File: src/hw/rtl/one_wire_bus_master_assert.svh
// assertion macros for the single-wire bus master
// used by one_wire_bus_master.sv, expects clk and rst_n in scope
`ifndef ONE_WIRE_BUS_MASTER_ASSERT_SVH
`define ONE_WIRE_BUS_MASTER_ASSERT_SVH

// same-cycle implication, checked outside reset
`define OWM_ASSERT_IMPL(label, ante, cons) \
  label: assert property (@(posedge clk) disable iff (!rst_n) (ante) |-> (cons)) \
    else $error("single-wire bus master assertion failed");

// next-cycle implication, checked outside reset
`define OWM_ASSERT_NEXT(label, ante, cons) \
  label: assert property (@(posedge clk) disable iff (!rst_n) (ante) |=> (cons)) \
    else $error("single-wire bus master assertion failed");

`endif

File: src/hw/rtl/owm_pkg.sv
// shared constants and helpers for the single-wire bus master
// no dependencies
package owm_pkg;

  localparam int BITS_PER_BYTE = 8;
  localparam int TIME_W        = 10;
  localparam int BITS_W        = 4;
  localparam int NUM_REGS      = 7;
  localparam int ADDR_W        = 5;

  // command codes
  localparam logic [2:0] CMD_NONE     = 3'd0;
  localparam logic [2:0] CMD_RESET    = 3'd1;
  localparam logic [2:0] CMD_WR_BIT   = 3'd2;
  localparam logic [2:0] CMD_RD_BIT   = 3'd3;
  localparam logic [2:0] CMD_WR_BYTE  = 3'd4;
  localparam logic [2:0] CMD_RD_BYTE  = 3'd5;

  // register indexes
  localparam logic [2:0] REG_RESET_LOW     = 3'd0;
  localparam logic [2:0] REG_PRESENCE_WAIT = 3'd1;
  localparam logic [2:0] REG_RESET_TAIL    = 3'd2;
  localparam logic [2:0] REG_SHORT_PULSE   = 3'd3;
  localparam logic [2:0] REG_SLOT_LONG     = 3'd4;
  localparam logic [2:0] REG_READ_SAMPLE   = 3'd5;
  localparam logic [2:0] REG_READ_TAIL     = 3'd6;

  // register reset values
  localparam logic [TIME_W-1:0] RST_RESET_LOW     = 10'd480;
  localparam logic [TIME_W-1:0] RST_PRESENCE_WAIT = 10'd80;
  localparam logic [TIME_W-1:0] RST_RESET_TAIL    = 10'd400;
  localparam logic [TIME_W-1:0] RST_SHORT_PULSE   = 10'd2;
  localparam logic [TIME_W-1:0] RST_SLOT_LONG     = 10'd60;
  localparam logic [TIME_W-1:0] RST_READ_SAMPLE   = 10'd12;
  localparam logic [TIME_W-1:0] RST_READ_TAIL     = 10'd50;

  typedef logic [TIME_W-1:0] time_t;

  // a programmed time of zero lasts one tick
  function automatic time_t dur(input time_t v);
    dur = (v == '0) ? time_t'(1) : v;
  endfunction

endpackage

File: src/hw/rtl/one_wire_bus_master.sv
// Single-wire bus master. Each input transfer is one microsecond tick carrying
// an optional command and the sampled bus level; each tick yields one result
// transfer with the bus drive and status flags for that tick.
// Channels: in_* valid/ready (command, write data, line level), out_* valid/ready
// (drive_low, busy, done, read data, presence, rejected), APB-style register
// port (psel/penable/pwrite/paddr/pwdata/prdata/pready) holding seven 10-bit
// timing registers at byte addresses 0, 4, ... 24.
// An accepted tick is held in the input register, passes through the sequencer
// step into the result register, and its result transfer is offered from there.
// Throughput: one tick per cycle while the receiver keeps out_ready high; the
// sequencer step is a single short decrement-and-compare on the tick timer
// between the two registers.
// Reset (rst_n low, synchronous): the sequencer goes idle, both stages empty,
// timing registers return to their defaults, read data and presence clear.
// When the receiver stalls the result register holds, the input register
// fills, and in_ready drops; no tick is lost and sequencer state only moves
// when a tick passes into the result register.
// Timing registers are meant to be written while no operation is running.
module one_wire_bus_master
  import owm_pkg::*;
(
  input  logic              clk,
  input  logic              rst_n,
  // tick input
  input  logic              in_valid,
  output logic              in_ready,
  input  logic [2:0]        in_command,
  input  logic [7:0]        in_write_data,
  input  logic              in_line_level,
  // result output
  output logic              out_valid,
  input  logic              out_ready,
  output logic              out_drive_low,
  output logic              out_busy_res,
  output logic              out_done_res,
  output logic [7:0]        out_read_data,
  output logic              out_presence,
  output logic              out_rejected,
  // register port
  input  logic              psel,
  input  logic              penable,
  input  logic              pwrite,
  input  logic [ADDR_W-1:0] paddr,
  input  logic [31:0]       pwdata,
  output logic [31:0]       prdata,
  output logic              pready
);

  // sequencer phases
  localparam logic [2:0] PH_IDLE     = 3'd0;
  localparam logic [2:0] PH_RST_LOW  = 3'd1;
  localparam logic [2:0] PH_RST_WAIT = 3'd2;
  localparam logic [2:0] PH_RST_TAIL = 3'd3;
  localparam logic [2:0] PH_SLOT_LOW = 3'd4;
  localparam logic [2:0] PH_SLOT_REL = 3'd5;
  localparam logic [2:0] PH_RD_WAIT  = 3'd6;
  localparam logic [2:0] PH_RD_TAIL  = 3'd7;

  // timing registers
  time_t reset_low_r, presence_wait_r, reset_tail_r, short_pulse_r;
  time_t slot_long_r, read_sample_r, read_tail_r;

  // input stage
  logic        s1_valid_r;
  logic [2:0]  s1_cmd_r;
  logic [7:0]  s1_wd_r;
  logic        s1_line_r;

  // sequencer state
  logic [2:0]        phase_r, phase_nxt;
  logic [2:0]        op_r, op_nxt;
  time_t             timer_r, timer_nxt;
  logic [BITS_W-1:0] bits_r, bits_nxt;
  logic [7:0]        shift_r, shift_nxt;
  logic              pres_r, pres_nxt;
  logic [7:0]        last_r, last_nxt;

  // result register
  logic out_valid_r;
  logic drive_r, busy_r, done_r, rej_r;
  logic drive_nxt, busy_nxt, done_nxt, rej_nxt;

  logic adv;
  logic wr_en;
  logic [2:0] reg_idx;

  assign adv      = s1_valid_r && (!out_valid_r || out_ready);
  assign in_ready = !s1_valid_r || adv;

  // register port
  assign pready  = 1'b1;
  assign wr_en   = psel && penable && pwrite;
  assign reg_idx = paddr[ADDR_W-1:2];

  always_ff @(posedge clk) begin
    if (!rst_n) begin
      reset_low_r     <= RST_RESET_LOW;
      presence_wait_r <= RST_PRESENCE_WAIT;
      reset_tail_r    <= RST_RESET_TAIL;
      short_pulse_r   <= RST_SHORT_PULSE;
      slot_long_r     <= RST_SLOT_LONG;
      read_sample_r   <= RST_READ_SAMPLE;
      read_tail_r     <= RST_READ_TAIL;
    end else if (wr_en && paddr[1:0] == 2'b00) begin
      case (reg_idx)
        REG_RESET_LOW:     reset_low_r     <= pwdata[TIME_W-1:0];
        REG_PRESENCE_WAIT: presence_wait_r <= pwdata[TIME_W-1:0];
        REG_RESET_TAIL:    reset_tail_r    <= pwdata[TIME_W-1:0];
        REG_SHORT_PULSE:   short_pulse_r   <= pwdata[TIME_W-1:0];
        REG_SLOT_LONG:     slot_long_r     <= pwdata[TIME_W-1:0];
        REG_READ_SAMPLE:   read_sample_r   <= pwdata[TIME_W-1:0];
        REG_READ_TAIL:     read_tail_r     <= pwdata[TIME_W-1:0];
        default: ;
      endcase
    end
  end

  // register readback
  always_comb begin
    prdata = '0;
    if (paddr[1:0] == 2'b00) begin
      case (reg_idx)
        REG_RESET_LOW:     prdata = 32'(reset_low_r);
        REG_PRESENCE_WAIT: prdata = 32'(presence_wait_r);
        REG_RESET_TAIL:    prdata = 32'(reset_tail_r);
        REG_SHORT_PULSE:   prdata = 32'(short_pulse_r);
        REG_SLOT_LONG:     prdata = 32'(slot_long_r);
        REG_READ_SAMPLE:   prdata = 32'(read_sample_r);
        REG_READ_TAIL:     prdata = 32'(read_tail_r);
        default:           prdata = '0;
      endcase
    end
  end

  // input stage
  always_ff @(posedge clk) begin
    if (!rst_n) begin
      s1_valid_r <= 1'b0;
    end else if (in_ready) begin
      s1_valid_r <= in_valid;
    end
  end

  always_ff @(posedge clk) begin
    if (in_valid && in_ready) begin
      s1_cmd_r  <= in_command;
      s1_wd_r   <= in_write_data;
      s1_line_r <= in_line_level;
    end
  end

  // sequencer step for one tick
  always_comb begin
    logic is_read;
    phase_nxt = phase_r;
    op_nxt    = op_r;
    timer_nxt = timer_r;
    bits_nxt  = bits_r;
    shift_nxt = shift_r;
    pres_nxt  = pres_r;
    last_nxt  = last_r;
    drive_nxt = 1'b0;
    busy_nxt  = 1'b0;
    done_nxt  = 1'b0;
    rej_nxt   = 1'b0;

    // command start when idle; any command while busy is rejected
    if (phase_r == PH_IDLE) begin
      if (s1_cmd_r != CMD_NONE && s1_cmd_r <= CMD_RD_BYTE) begin
        op_nxt = s1_cmd_r;
        if (s1_cmd_r == CMD_RESET) begin
          phase_nxt = PH_RST_LOW;
          timer_nxt = dur(reset_low_r);
        end else begin
          case (s1_cmd_r)
            CMD_WR_BIT: begin
              shift_nxt = {7'd0, s1_wd_r[0]};
              bits_nxt  = BITS_W'(1);
            end
            CMD_WR_BYTE: begin
              shift_nxt = s1_wd_r;
              bits_nxt  = BITS_W'(BITS_PER_BYTE);
            end
            CMD_RD_BIT: begin
              shift_nxt = '0;
              bits_nxt  = BITS_W'(1);
            end
            default: begin
              shift_nxt = '0;
              bits_nxt  = BITS_W'(BITS_PER_BYTE);
            end
          endcase
          phase_nxt = PH_SLOT_LOW;
          timer_nxt = (s1_cmd_r == CMD_RD_BIT || s1_cmd_r == CMD_RD_BYTE || shift_nxt[0])
                      ? dur(short_pulse_r) : dur(slot_long_r);
        end
      end
    end else if (s1_cmd_r != CMD_NONE) begin
      rej_nxt = 1'b1;
    end

    is_read = (op_nxt == CMD_RD_BIT) || (op_nxt == CMD_RD_BYTE);

    // run the current phase
    if (phase_nxt != PH_IDLE) begin
      busy_nxt  = 1'b1;
      drive_nxt = (phase_nxt == PH_RST_LOW) || (phase_nxt == PH_SLOT_LOW);
      timer_nxt = timer_nxt - time_t'(1);
      if (timer_nxt == '0) begin
        case (phase_nxt)
          PH_RST_LOW: begin
            phase_nxt = PH_RST_WAIT;
            timer_nxt = dur(presence_wait_r);
          end
          PH_RST_WAIT: begin
            pres_nxt  = !s1_line_r;
            phase_nxt = PH_RST_TAIL;
            timer_nxt = dur(reset_tail_r);
          end
          PH_RST_TAIL: begin
            phase_nxt = PH_IDLE;
            done_nxt  = 1'b1;
          end
          PH_SLOT_LOW: begin
            if (is_read) begin
              phase_nxt = PH_RD_WAIT;
              timer_nxt = dur(read_sample_r);
            end else begin
              phase_nxt = PH_SLOT_REL;
              timer_nxt = shift_nxt[0] ? dur(slot_long_r) : dur(short_pulse_r);
            end
          end
          PH_SLOT_REL: begin
            shift_nxt = {1'b0, shift_nxt[7:1]};
            bits_nxt  = bits_nxt - BITS_W'(1);
            if (bits_nxt == '0) begin
              phase_nxt = PH_IDLE;
              done_nxt  = 1'b1;
            end else begin
              phase_nxt = PH_SLOT_LOW;
              timer_nxt = shift_nxt[0] ? dur(short_pulse_r) : dur(slot_long_r);
            end
          end
          PH_RD_WAIT: begin
            shift_nxt = {s1_line_r, shift_nxt[7:1]};
            phase_nxt = PH_RD_TAIL;
            timer_nxt = dur(read_tail_r);
          end
          default: begin
            bits_nxt = bits_nxt - BITS_W'(1);
            if (bits_nxt == '0) begin
              last_nxt  = shift_nxt;
              phase_nxt = PH_IDLE;
              done_nxt  = 1'b1;
            end else begin
              phase_nxt = PH_SLOT_LOW;
              timer_nxt = dur(short_pulse_r);
            end
          end
        endcase
      end
    end
  end

  // sequencer state
  always_ff @(posedge clk) begin
    if (!rst_n) begin
      phase_r <= PH_IDLE;
      op_r    <= CMD_NONE;
      timer_r <= '0;
      bits_r  <= '0;
      shift_r <= '0;
      pres_r  <= 1'b0;
      last_r  <= '0;
    end else if (adv) begin
      phase_r <= phase_nxt;
      op_r    <= op_nxt;
      timer_r <= timer_nxt;
      bits_r  <= bits_nxt;
      shift_r <= shift_nxt;
      pres_r  <= pres_nxt;
      last_r  <= last_nxt;
    end
  end

  // result register
  always_ff @(posedge clk) begin
    if (!rst_n) begin
      out_valid_r <= 1'b0;
    end else if (!out_valid_r || out_ready) begin
      out_valid_r <= s1_valid_r;
    end
  end

  always_ff @(posedge clk) begin
    if (adv) begin
      drive_r <= drive_nxt;
      busy_r  <= busy_nxt;
      done_r  <= done_nxt;
      rej_r   <= rej_nxt;
    end
  end

  assign out_valid     = out_valid_r;
  assign out_drive_low = drive_r;
  assign out_busy_res  = busy_r;
  assign out_done_res  = done_r;
  assign out_read_data = last_r;
  assign out_presence  = pres_r;
  assign out_rejected  = rej_r;

  // checks
`include "one_wire_bus_master_assert.svh"

  `OWM_ASSERT_IMPL(a_done_is_busy, out_valid_r && done_r, busy_r)
  `OWM_ASSERT_IMPL(a_drive_is_busy, out_valid_r && drive_r, busy_r)
  `OWM_ASSERT_IMPL(a_bits_in_range, 1'b1, bits_r <= BITS_W'(BITS_PER_BYTE))
  `OWM_ASSERT_NEXT(a_idle_holds, adv && phase_r == PH_IDLE && s1_cmd_r == CMD_NONE,
                   phase_r == PH_IDLE)
  `OWM_ASSERT_NEXT(a_state_frozen, !adv, phase_r == $past(phase_r) && timer_r == $past(timer_r))

endmodule
File: config.mk
export PLATFORM = sky130hd
export DESIGN_NAME = one_wire_bus_master
export DESIGN_NICKNAME = d
export VERILOG_FILES = /design/src/hw/rtl/owm_pkg.sv /design/src/hw/rtl/one_wire_bus_master.sv
export VERILOG_INCLUDE_DIRS = /design/src /design/src/hw/rtl
export SDC_FILE = /design/constraint.sdc
export NUM_CORES = 1
export LEC_CHECK = 0
export ABC_AREA = 1
export BUFFER_PORTS_ARGS = -buffer_cell sky130_fd_sc_hd__buf_2
export CAP_MARGIN = 5
export CORE_UTILIZATION = 25
export CTS_BUF_LIST = sky130_fd_sc_hd__clkbuf_8 sky130_fd_sc_hd__clkbuf_16
export CTS_CLUSTER_SIZE = 25
export DETAILED_ROUTE_END_ITERATION = 6
export PLACE_DENSITY = 0.47
export REMOVE_ABC_BUFFERS = 1
export SYNTH_ARGS = -nofsm -noshare
export SYNTH_HDL_FRONTEND = slang
export SYNTH_SLANG_ARGS = --single-unit
File: constraint.sdc
create_clock -name clk -period 2.7 [get_ports clk]
set_input_delay 0.81 -clock clk [delete_from_list [all_inputs] [get_ports clk]]
set_output_delay 0.81 -clock clk [all_outputs]
set_load 0.02 [all_outputs]
==> run_results.csv <==
group,metric,value,unit
run_status,status,"finished with violations",
run_status,violations,"negative setup slack",
grt,grt_max_degree,84,
power_and_ir_drop,sw_frac_of_total,34.7,%
detailed_routing,totalWireLength,35800,µm
detailed_routing,routedWlPerCell,18.3,µm
sta,fin_skew,0.0108,ns
floorplan,start_util,25.4,%
synth,synth_seq_area_share,33.3,%
floorplan,io_pins,104,
sta,setup_slack,-0.249,ns
clock_tree,cts_root_buf,"clkbuf_16",
setup_path,cp.required,3.06,ns
setup_path,start_kind,"flop",
cells_and_area,nNetsFinal,1600,
synth,synth.cell_area,7990,µm²
floorplan,core_area,31500,µm²
synth,synth_fa_ha_area_share,0.627,%
grt,grt_util_all_layers,21.9,%
placed_design,placed_cells,1870,
synth,synth-edff-count,16,
setup_path,end_kind,"flop",
sta,fmax,339,MHz
synth,synth_compound_area_share,22.5,%
cells_and_area,drive_above_1_share,40.2,%
clock_tree,cts_max_path_buffers,2,
setup_path,cp_max_fo,6,
sta,timing.final.crit_period,2.95,ns
cells_and_area,final_cell_area,12900,µm²
cells_and_area,fin_util,40.9,%
synth,yosysWarnings,0,
clock_tree,cts_buffers,17,
clock_tree,cts_sinks,125,
detailed_routing,vias_per_cell,4.93,
clock_tree,postCtsHoldBufs,0,
clock_tree,clk_pin_slew,0.06,ns
power_and_ir_drop,clkPwrFrac,35.1,%
power_and_ir_drop,power.leakage,0.00571,µW
synth,synth-simple-area-share,31.1,%
synth,async_flop_share,0,%
sta,slew_headroom,62.9,%
setup_path,cp.arrival,3.31,ns
placed_design,place.gp.congestion,0.940,
cells_and_area,instances_no_fill,1954,
clock_tree,clk_latency,0.43,ns
cells_and_area,area_growth,61.1,%
setup_path,path_class,"reg -> reg",
placed_design,place_hpwl,26100,µm
power_and_ir_drop,p_switching,2260,µW
detailed_routing,dr.pass1.iters,5,
sta,tightest_slew,0.555,ns
flow_run,cap_violations,0,
clock_tree,cts_tree,"done",
synth,synth_cells,1223,
synth,yosysTopAreaCell,"dfxtp_1",
detailed_routing,vias,9641,
power_and_ir_drop,power_per_cell_area,507,nW/µm²
sta,fin_crit_sh,109,%
synth,syn_avg_cell_area,6.53,µm²
grt,grt_pass1_vias,9097,
sta,setup_viol,45,
floorplan,fp-row-count,65,
synth,synth.mux.area_fraction,0,%
clock_tree,cts-htree-levels,4,
placed_design,port_buffers,58,
detailed_routing,drc,0,
sta,setup-tns-final,-7.34,ns
synth,yosysUniqueCellTypes,51,
floorplan,dieArea,32700,µm²
power_and_ir_drop,peakVddDrop,352,µV
power_and_ir_drop,comb_power_share,34.8,%
synth,netlist.area_leader.share,27.3,%
sta,hold_viol_final,0,
grt,grt_pass1_wl,54100,µm
synth,synth-xor-area-share,0.329,%
sta,final_max_slew_viol_count,0,
power_and_ir_drop,seqPwrFrac,30.1,%
cells_and_area,n_antenna_cell,0,
synth,synth_top_family_by_area,"simple AND/OR/NAND/NOR gates",
floorplan,die_h,181,µm
grt,antenna_found_initial,0,
detailed_routing,ant_nets,0,
worst_hold_path,hold_class,"reg -> reg",
grt,grt_overflow_total,0,
synth,ys_seq_elements,125,
synth,synth_area_leaders,"dfxtp_1 (27%), nand2_1 (14%), inv_1 (7.0%)",
sta,rsz0062_at_grt,"true",
placed_design,dpl_cell_area,10300,µm²
synth,synth-main-ff-cell,"dfxtp_1",
power_and_ir_drop,p_int,4250,µW
floorplan,die-width,181,µm
detailed_routing,drtIter0Drc,708,
[timing repair]
item                                    CTS  global route
endpoints found under the setup margin   45            46
buffers inserted                         41            21
cloned                                    3             0
gates resized for setup                 235           157
endpoints found under the hold margin     0             0
pin swaps                                75            86
[cells in the mapped netlist, types with 4 or more instances]
cell type,number
nand3_1,59
nor2_4,5
a221oi_1,5
o22ai_1,21
o21ai_0,100
ha_1,4
clkbuf_1,25
o221ai_1,4
nand2_1,305
a21oi_2,7
nor4_1,4
a21oi_1,107
nor3_1,8
edfxtp_1,16
nand3_2,6
inv_1,149
nor2_1,115
dfxtp_1,109
nor2_2,6
buf_4,28
inv_2,7
nand4_1,23
clkinv_1,4
nand2_2,15
o211ai_1,26
or2_2,4
a2111oi_0,4
a22oi_1,17
buf_2,5
[per-stage QoR]
stage	total power [µW]	hold WS (ns)	worst slack, ns
floorplan	2810	0.422	-0.337
global placement	3630	0.450	-0.601
detailed placement	3640	0.456	-0.581
CTS	6270	0.466	-0.235
global route	6780	0.475	-0.407
finish	6510	0.468	-0.249
[cell usage in the layout (no fill, tap or decap), types with 6 or more instances in the layout]
cell / instances
nor3_4: 8
o21ai_1: 6
nand2_1: 255
dfxtp_1: 109
clkbuf_16: 18
conb_1: 23
nand3_1: 35
a22oi_1: 14
o22ai_2: 8
nand3_2: 25
buf_4: 226
a21oi_2: 20
a21oi_1: 91
edfxtp_1: 16
inv_2: 24
o22ai_4: 11
buf_12: 11
inv_1: 128
inv_4: 7
nand2_2: 37
o211ai_1: 26
nor2_4: 19
nor2_1: 84
nand4_1: 23
nor2_2: 23
buf_2: 45
buf_6: 48
o21ai_0: 91
nand2_4: 26
[flip-flops by register name, summed over array words and instances (netlist names), 3 cells and up]
register / count
phase_r: 3
short_pulse_r: 10
shift_r: 8
reset_tail_r: 10
read_sample_r: 10
bits_r: 4
slot_long_r: 10
presence_wait_r: 10
reset_low_r: 10
timer_r: 10
out_read_data: 8
read_tail_r: 10
s1_wd_r: 8
s1_cmd_r: 3
op_r: 3
[layer usage]
layer	wire [µm]	track usage (%)	up-vias
met1	15900	29.1	4603
met2	17000	35.6	291
met5	0	0	-
li1	-	-	4689
met3	1840	2.80	58
met4	1040	8.82	0
[path summary, 6_finish.rpt]
path                    start            to  slack (ns)  cells after the start
setup / recovery  s1_cmd_r[1]  out_presence       -0.25                     25
hold / removal     timer_r[5]    timer_r[5]        0.47                      2
setup reg to reg  s1_cmd_r[1]  out_presence       -0.25                     25
hold reg to reg    timer_r[5]    timer_r[5]        0.47                      2
[worst max-delay path, stage by stage, from the launching register on]
cell and delay (ns):
edfxtp_1 0.52, inv_2 0.10, nand2_4 0.11, nand2_4 0.06, nor2_4 0.17, nand2_2 0.10, nand3_4 0.09, nand2_2 0.07
nand2_4 0.08, ha_4 0.17, inv_4 0.05, nand3_2 0.05, nand2_2 0.07, nor2_4 0.11, inv_2 0.06, nor2_4 0.12
nand2_2 0.08, nor2_4 0.10, inv_2 0.05, nor2_4 0.12, buf_12 0.14, buf_8 0.11, nand2_4 0.04, o21bai_1 0.14
nand2_1 0.06, a21oi_1 0.11
[cells by family after synthesis]
| logic type | after synthesis |
|---|---|
| simple gates | 560 |
| xor+xnor | 3 |
| fa+ha+maj | 4 |
| buf+inv | 221 |
| other cells | 2 |
| compound gates | 308 |
| flops | 125 |
[power by group through the flow]
stage / logic, µW / registers (µW) / clock network [µW]
after floorplan: 813 / 2000 / 0
after global placement: 1640 / 2000 / 0
after detailed placement: 1640 / 2000 / 0
after CTS: 1990 / 1960 / 2310
after global routing: 2420 / 1970 / 2400
final: 2270 / 1960 / 2290
[layout make-up]
type	count	area [µm²]
clock buffers	20	478
multi-input cells	899	5710
flip-flops and latches	125	2660
clock inverters	11	90.1
repair buffers	336	2790
inverters	161	638
well taps	402	503
fillers	3153	18600
Power figures use the tool's default switching activity.
